**src/design/cdc_pkg.sv**
```systemverilog
`timescale 1ns / 1ps
package cdc_pkg;
  localparam int MaxChunkBits = 12;
  localparam int BitSkew      = 2;
  localparam int CfgBitsMin   = 3;
  localparam int LenW         = 15;
  localparam logic [3:0] ChunkBitsReset = 4'd12;
endpackage

```
**src/design/cdc_scan.sv**
```systemverilog
`timescale 1ns / 1ps
// Cut search: seeding reads one ring byte per cycle; the scan fetches the leaving
// byte (S_OUT) and then the entering byte (S_IN) through the single read port.
module cdc_scan #(
  parameter int MaxChunkBits = cdc_pkg::MaxChunkBits
) (
  input  logic                                 clk,
  input  logic                                 rst,
  input  logic                                 start,
  input  logic [4:0]                           bits,
  input  logic [MaxChunkBits+cdc_pkg::BitSkew-1:0] base,
  output logic [MaxChunkBits+cdc_pkg::BitSkew-1:0] raddr,
  input  logic [7:0]                           rdata,
  output logic                                 done,
  output logic [MaxChunkBits+cdc_pkg::BitSkew:0]   cut
);
  import cdc_pkg::*;
  localparam int AW = MaxChunkBits + BitSkew;

  typedef enum logic [5:0] {
    S_IDLE = 6'b000001, S_SEED = 6'b000010, S_OUT = 6'b000100,
    S_IN   = 6'b001000, S_CALC = 6'b010000, S_DONE = 6'b100000
  } state_t;

  state_t      state;
  logic [AW:0] pos;      // seed index or scan position
  logic [AW:0] rdpos;
  logic [31:0] a, b;
  logic [7:0]  leaving;
  logic        seed_pend;
  logic [AW:0] lo, hi;
  logic [31:0] mask, na, nb;
  logic [31:0] seed_a, seed_b;

  assign lo   = (AW+1)'(1) << (bits - 5'(BitSkew));
  assign hi   = (AW+1)'(1) << (bits + 5'(BitSkew));
  assign mask = (32'd1 << bits) - 32'd1;
  assign raddr = base + rdpos[AW-1:0];
  assign na = a - 32'(leaving) + 32'(rdata);
  assign nb = b - (32'(lo) + 32'd1) * 32'(leaving) + na;
  assign done = state == S_DONE;
  // rdata belongs to the address issued last cycle (pos-1)
  assign seed_a = seed_pend ? a + 32'(rdata) : a;
  assign seed_b = seed_pend ? b + (32'(lo) - 32'(pos) + 32'd2) * 32'(rdata) : b;

  always_comb begin
    rdpos = pos;
    if (state == S_OUT) rdpos = pos - lo;
  end

  always_ff @(posedge clk) begin
    if (rst) begin
      state <= S_IDLE;
      seed_pend <= 1'b0;
    end else begin
      unique case (state)
        S_IDLE: if (start) begin
          state <= S_SEED; pos <= '0; a <= 32'd1; b <= '0; seed_pend <= 1'b0;
        end
        S_SEED: begin
          if (pos == lo) begin
            a <= seed_a & mask;
            b <= seed_b & mask;
            state <= S_OUT;
            seed_pend <= 1'b0;
          end else begin
            a <= seed_a;
            b <= seed_b;
            pos <= pos + 1'b1;
            seed_pend <= 1'b1;
          end
        end
        S_OUT: state <= S_IN;   // address of leaving byte issued
        S_IN: begin             // leaving byte arrives, entering address issued
          leaving <= rdata;
          state <= S_CALC;
        end
        S_CALC: begin
          if (((na + (nb << 16)) & mask) == 32'd0) begin
            cut <= pos; state <= S_DONE;
          end else begin
            a <= na; b <= nb;
            if (pos + 1'b1 == hi) begin
              cut <= hi; state <= S_DONE;
            end else begin
              pos <= pos + 1'b1; state <= S_OUT;
            end
          end
        end
        S_DONE: state <= S_IDLE;
        default: state <= S_IDLE;
      endcase
    end
  end
endmodule
```
**config.mk**
```make
export PLATFORM = sky130hd
export DESIGN_NAME = cdc_scan
export DESIGN_NICKNAME = d
export VERILOG_FILES = /design/src/design/cdc_pkg.sv /design/src/design/cdc_scan.sv
export SDC_FILE = /design/constraint.sdc
export NUM_CORES = 1
export LEC_CHECK = 0
export BUFFER_PORTS_ARGS = -buffer_cell sky130_fd_sc_hd__buf_2
export CORE_MARGIN = 8
export CORE_UTILIZATION = 30
export DETAILED_ROUTE_END_ITERATION = 8
export GPL_TIMING_DRIVEN = 0
export SYNTH_ARGS = -nofsm -noshare
export SYNTH_HDL_FRONTEND = slang
export SYNTH_SLANG_ARGS = --single-unit
```
**constraint.sdc**
```tcl
create_clock -name clk -period 25.2 [get_ports clk]
set_input_delay 5.04 -clock clk [delete_from_list [all_inputs] [get_ports clk]]
set_output_delay 5.04 -clock clk [all_outputs]
set_load 0.02 [all_outputs]
```
* Yosys cells after proc, flatten, opt, wreduce, memory -nomap -nowiden
Index checks and enable logic that the tools add are counted.
** Operators by class
- Add/subtract/negate cells :: 16
- Multiply operators :: 2
- Equality and inequality tests :: 13
- Shifts and indexed selects :: 3
- Muxes and demuxes :: 26
- Bitwise gates (word level) :: 4
- Reductions and logical operators :: 10
** Operators by type and width (count)
- 2-to-1 mux 32 bit :: 8
- case mux 32 bit (3 select lines) :: 2
- adder 32 bit :: 3
- AND 32 bit :: 3
- 2-to-1 mux 15 bit :: 6
- adder 32 x 8 -> 32 bit :: 2
- case mux 15 bit (3 select lines) :: 1
- logical NOT 32 bit :: 1
- left shift 1 x 5 -> 32 bit (first input constant) :: 1
- subtractor 32 x 1 -> 32 bit (second input constant) :: 1
- subtractor 32 x 24 -> 32 bit :: 1
- subtractor 32 x 8 -> 32 bit :: 1
- equality test 15 bit :: 2
- case mux 6 bit (5 select lines) :: 1
- left shift 1 x 5 -> 15 bit (first input constant) :: 2
- multiplier 17 x 9 -> 26 bit :: 1
- multiplier 16 x 8 -> 24 bit :: 1
- 2-to-1 mux 6 bit :: 4
- adder 16 x 3 -> 17 bit (second input constant) :: 1
- adder 15 x 1 -> 16 bit (second input constant) :: 1
- subtractor 15 x 15 -> 16 bit :: 1
- adder 15 x 1 -> 15 bit (second input constant) :: 1
- adder 14 bit :: 1
- 2-to-1 mux 14 bit :: 1
- other kinds (19) :: 27
** Storage, ports and cells
- Flip-flop bits (word level) :: 109
- Input bits :: 30
- Output and inout port bits :: 30
- Word-level logic and storage cells :: 81

* Depth between registers and ports, before layout
- Word-level depth :: 11
- Depth in mapped cells :: 40
- Mapped depth without buffers :: 38

* Worst setup path after synthesis
OpenSTA, ideal clock, no wires.
- Path type :: input-to-reg
- Start :: input bits[1]
- End :: register a[0], enable pin
- Setup time :: 465 ps
- Data arrival time :: 14558 ps
- Required time :: 24735 ps
- Setup slack :: 10177 ps
- Cell stages on the path :: 36
- Path buffers :: 3
- Cell sequence :: buf_2 > inv_2 > ha_1 > o41ai_4 > buf_2 > nand3_1 > inv_1 > ha_1 > xnor2_1 > nand2_1 > fa_1 > inv_1 > ha_1 > ha_1 > fa_1 > fa_1 > inv_1 > ha_1 > a21oi_1 > o21bai_1 > a21oi_1 > o21bai_1 > a21oi_1 > o21bai_1 > a21oi_1 > xnor2_1 > ha_1 > or3_1 > o21ai_0 > a21oi_1 > a31oi_1 > xnor2_1 > o2bb2ai_1 > nor2_1 > buf_2 > a21oi_1
** Between the ends
- Word-level cells in the longest chain between the ends :: 11
- Elaborated cells between the ends (all ways) :: 13
- Classes of those cells :: add/sub (6); mul (1); eq/ne (1); shift (2); bitwise (1); reduce/logical (2)
** Ends and longest elaborated chain
- start, declared :: RTL line cdc_scan.sv:10 : input logic [4:0] bits,
- subtractor 5 x 2 -> 5 bit :: RTL line cdc_scan.sv:35 : assign lo = (AW+1)'(1) << (bits - 5'(BitSkew));
- left shift 1 x 5 -> 15 bit :: RTL line cdc_scan.sv:35
- adder 15 x 1 -> 16 bit :: RTL line cdc_scan.sv:40 : assign nb = b - (32'(lo) + 32'd1) * 32'(leaving) + na;
- multiplier 16 x 8 -> 24 bit :: RTL line cdc_scan.sv:40
- subtractor 32 x 24 -> 32 bit :: RTL line cdc_scan.sv:40
- adder 32 bit :: RTL line cdc_scan.sv:40
- adder 32 bit :: RTL line cdc_scan.sv:79 : if (((na + (nb << 16)) & mask) == 32'd0) begin
- AND 32 bit (*) :: RTL line cdc_scan.sv:79
- logical NOT 32 bit (*) :: RTL line cdc_scan.sv:79
- != test 2 bit (no source line) (*)
- AND reduction 4 bit (no source line) (*)
- end signal, assigned :: RTL line cdc_scan.sv:62 : a <= seed_a & mask;
- end signal, assigned :: RTL line cdc_scan.sv:82 : a <= na; b <= nb;
- end, declared :: RTL line cdc_scan.sv:28 : logic [31:0] a, b;
Every way passes the cells marked *; elsewhere a longest branch is shown, timed or not.
A chain may end at the register's enable or synchronous reset.

* Worst setup path in the final report
- Start :: input bits[1]
- End :: output raddr[13] in the netlist's numbering
** Between the ends
- Word-level cells in the longest chain between the ends :: 5
** Ends and longest elaborated chain
- subtractor 5 x 2 -> 5 bit :: RTL line cdc_scan.sv:35
- left shift 1 x 5 -> 15 bit :: RTL line cdc_scan.sv:35
- subtractor 14 bit :: RTL line cdc_scan.sv:48 : if (state == S_OUT) rdpos = pos - lo;
- 2-to-1 mux 14 bit :: RTL line cdc_scan.sv:48
- adder 14 bit :: RTL line cdc_scan.sv:38 : assign raddr = base + rdpos[AW-1:0];
- end, declared :: RTL line cdc_scan.sv:12 : output logic [MaxChunkBits+cdc_pkg::BitSkew-1:0] raddr,
Every way passes these cells.

==> impl_metrics.json <==
{
  "synth_top_area_frac": 0.186,
  "gr-usage-all-layers": 0.158,
  "p_leak_nw": 8.27,
  "die_w_um": 256,
  "fin_worst_skew_ns": 0.0162,
  "cts_buffers": 9,
  "setup_viol": 0,
  "slew_viol_final": 0,
  "cts-resized-gates": 0,
  "syn_area_per_cell_um2": 8.40,
  "cap_viol_max_count": 0,
  "period_needed_ns": 16.33,
  "critPathRequiredTime_ns": 20.16,
  "clockBufferDepth": 2,
  "ys_types": 83,
  "wire_per_inst_um": 18.0,
  "io_pins": 60,
  "routabilityCongestion": 0.929,
  "start_kind": "primary input",
  "ys_seq_area_frac": 0.154,
  "n_antenna_cell": 0,
  "grt_busiest_layer": "met2",
  "nNetsFinal": 2521,
  "ys_warn_count": 0,
  "met1_usage": 0.206,
  "grt_setup_unrepaired": "no",
  "maxSlewHeadroom": 0.312,
  "core_area_mm2": 0.0574,
  "ys_async_sr_fraction": 0,
  "fp.dieH_um": 256,
  "overflow": 0,
  "hold_path.class": "reg -> reg",
  "synth_edf_count": 84,
  "grt_max_degree": 27,
  "postCtsSetupBuffers": 0,
  "htreeDepth": 3,
  "ys.flop_type": "edfxtp_1",
  "grt_pass1_vias": 15200,
  "antenna_found_initial": 0,
  "drt_iter0_drc": 1018,
  "path_max_fanout": 10,
  "dr.pass1.iters": 5,
  "status": "completed",
  "grt.met3_usage": 0.0208,
  "drc": 0,
  "cts_tree": "built",
  "grt_use_met2": 0.272,
  "syn-num-nets": 2450,
  "clk_pin_slew_worst_paths_ns": 0.06,
  "crit_type": "in -> out",
  "drive_gt1_frac": 0.0612,
  "hpwl_mm": 43.5,
  "io_buffer_count": 56,
  "die-area_mm2": 0.0657,
  "layout_setup_ws_ns": 8.87,
  "syn2layout_area_growth_pct": 9.39,
  "initial_core_util": 0.302,
  "pwr_density_cell_mw_per_mm2": 137,
  "via_per_inst": 5.11,
  "worst_pin_slew_ns": 1.03,
  "arrival_ns": 11.29,
  "final_antenna_net_count": 0,
  "synth_area_mm2": 0.0173,
  "ys_seq_elements": 91,
  "vias": 14800,
  "finalHoldViolations": 0,
  "post-route-period-util": 0.648,
  "ctsHoldBuffers": 0,
  "synth_area_leader_cell": "fa_1",
  "max_freq_ghz": 0.0613,
  "synthCells": 2064,
  "root_buffer": "clkbuf_16",
  "cts.sinks": 91,
  "end_kind": "output pin",
  "ir_drop_uv": 193,
  "place_ws_ns": 8.87,
  "rows": 88,
  "clock_latency_ns": 0.38,
  "netlist_top_cells_area": "fa_1 (19%), edfxtp_1 (15%), ha_1 (14%)",
  "grt_pass1_wl_mm": 84.3,
  "finalSetupTns_ns": 0,
  "wirelength_mm": 52.4
}
per-layer routing:
| metal | routed length (um) | up-vias |
|---|---|---|
| li1 | - | 6993 |
| met1 | 22900 | 7313 |
| met2 | 25200 | 444 |
| met3 | 2930 | 85 |
| met4 | 1330 | 0 |
| met5 | 0 | - |
cell usage in the layout (no fill, tap or decap), drive strengths merged, types with 6 or more instances in the layout:
master,n
dfxtp,7
o21bai,41
o31ai,9
a22o,10
inv,337
o21a,18
nor3,32
o22ai,16
a21boi,10
or3,10
and3,18
o211ai,7
edfxtp,84
fa,161
buf,72
or2,8
a21oi,111
xnor2,126
a31oi,15
nand3,29
nand2b,19
nand2,187
clkbuf,68
xor2,30
o21ai,99
and2,89
a22oi,6
mux2,17
a21o,37
nor2,142
nor2b,19
nand4,11
mux2i,16
ha,195
flip-flops by register name, summed over array words and instances, names as in the netlist:
name and flops:
pos 15, b 15, seed_pend 1, cut 15
a 31, leaving 8, state 6
per-stage QoR:
stage | instances | hold slack [ns] | utilization | total power, mW | cell area (um2)
after floorplan | 2064 | 0.474 | - | 1.93 | 17300
after global placement | 2885 | 0.505 | 0.324 | 2.39 | 18600
after detailed placement | 2889 | 0.506 | 0.325 | 2.45 | 18700
after CTS | 2905 | 0.521 | 0.330 | 2.61 | 19000
after global routing | 2905 | 0.555 | 0.330 | 2.90 | 19000
final | 2905 | 0.526 | 0.330 | 2.59 | 19000
where the power goes:
part           leakage (nW)  total [mW]  internal (mW)  switching [mW]
clock                 0.135       0.146         0.0771          0.0689
combinational          7.29        2.25          0.950            1.30
sequential            0.845       0.197          0.180          0.0170
cell usage after synthesis (4+ instances only):
cell,instances
inv_1,336
ha_1,195
nand2_1,187
fa_1,161
nor2_1,142
xnor2_1,122
a21oi_1,111
o21ai_0,98
and2_1,89
edfxtp_1,84
clkbuf_1,58
o21bai_1,41
a21o_1,37
nor3_1,31
xor2_1,30
nand3_1,29
nand2b_1,19
nor2b_1,19
and3_1,18
o21a_1,18
mux2_2,17
mux2i_1,16
o22ai_1,16
a31oi_1,15
a22o_1,10
nand4_1,10
or3_1,10
a21boi_0,9
o31ai_1,9
or2_2,8
buf_2,7
dfxtp_1,7
a22oi_1,6
o211ai_1,6
a32o_1,5
o32ai_1,5
nor3b_1,4
o2111ai_1,4
o2bb2ai_1,4
final cells by class:
class                      count  area, um2
tap                          765        957
buffer                        70        287
timing repair buffer          60        350
inverter                     337       1260
fill                        6001      38400
clock inverter                 6       66.3
sequential                    91       2660
multi-input combinational   1566      13100
clock buffer                  10        229
kinds of logic after synthesis:
group | after synthesis | share of synthesized area
AO/OA/AOI/OAI | 436 | 0.166
adder cells (fa/ha/maj) | 356 | 0.327
flip-flops | 91 | 0.154
buffers and inverters | 407 | 0.0895
AND/OR/NAND/NOR | 585 | 0.163
XOR/XNOR | 156 | 0.0812
multiplexers | 33 | 0.0203
critical path: stages:
cell and delay, ns:
buf_2 0.15, buf_2 0.24, inv_2 0.14, ha_1 0.29, o41ai_4 0.59, buf_2 0.36, nand3_1 0.48, inv_1 0.24
ha_1 0.20, inv_1 0.05, fa_1 0.46, mux2_2 0.32, ha_1 0.27, a21o_1 0.18, a21oi_1 0.25, o21bai_1 0.10
a21oi_1 0.23, o21bai_1 0.10, a21oi_1 0.25, o21bai_1 0.13, a21oi_1 0.24, nor2b_1 0.07, o21a_1 0.18, o21ai_0 0.15
nand2b_1 0.07, a21oi_1 0.17, xnor2_1 0.13, buf_2 0.18
final timing paths:
kind | start | endpoint | slack (ns) | cells past startpoint
max | bits[1] | raddr[13] | 8.87 | 28
min | state[2]$_SDFFE_PP0P_ | state[3]$_SDFFE_PP0P_ | 0.53 | 2
max reg2reg | a[1]$_DFFE_PP_ | a[21]$_DFFE_PP_ | 16.13 | 33
min reg2reg | state[2]$_SDFFE_PP0P_ | state[3]$_SDFFE_PP0P_ | 0.53 | 2
No activity file was read; power rests on OpenSTA's default activity.
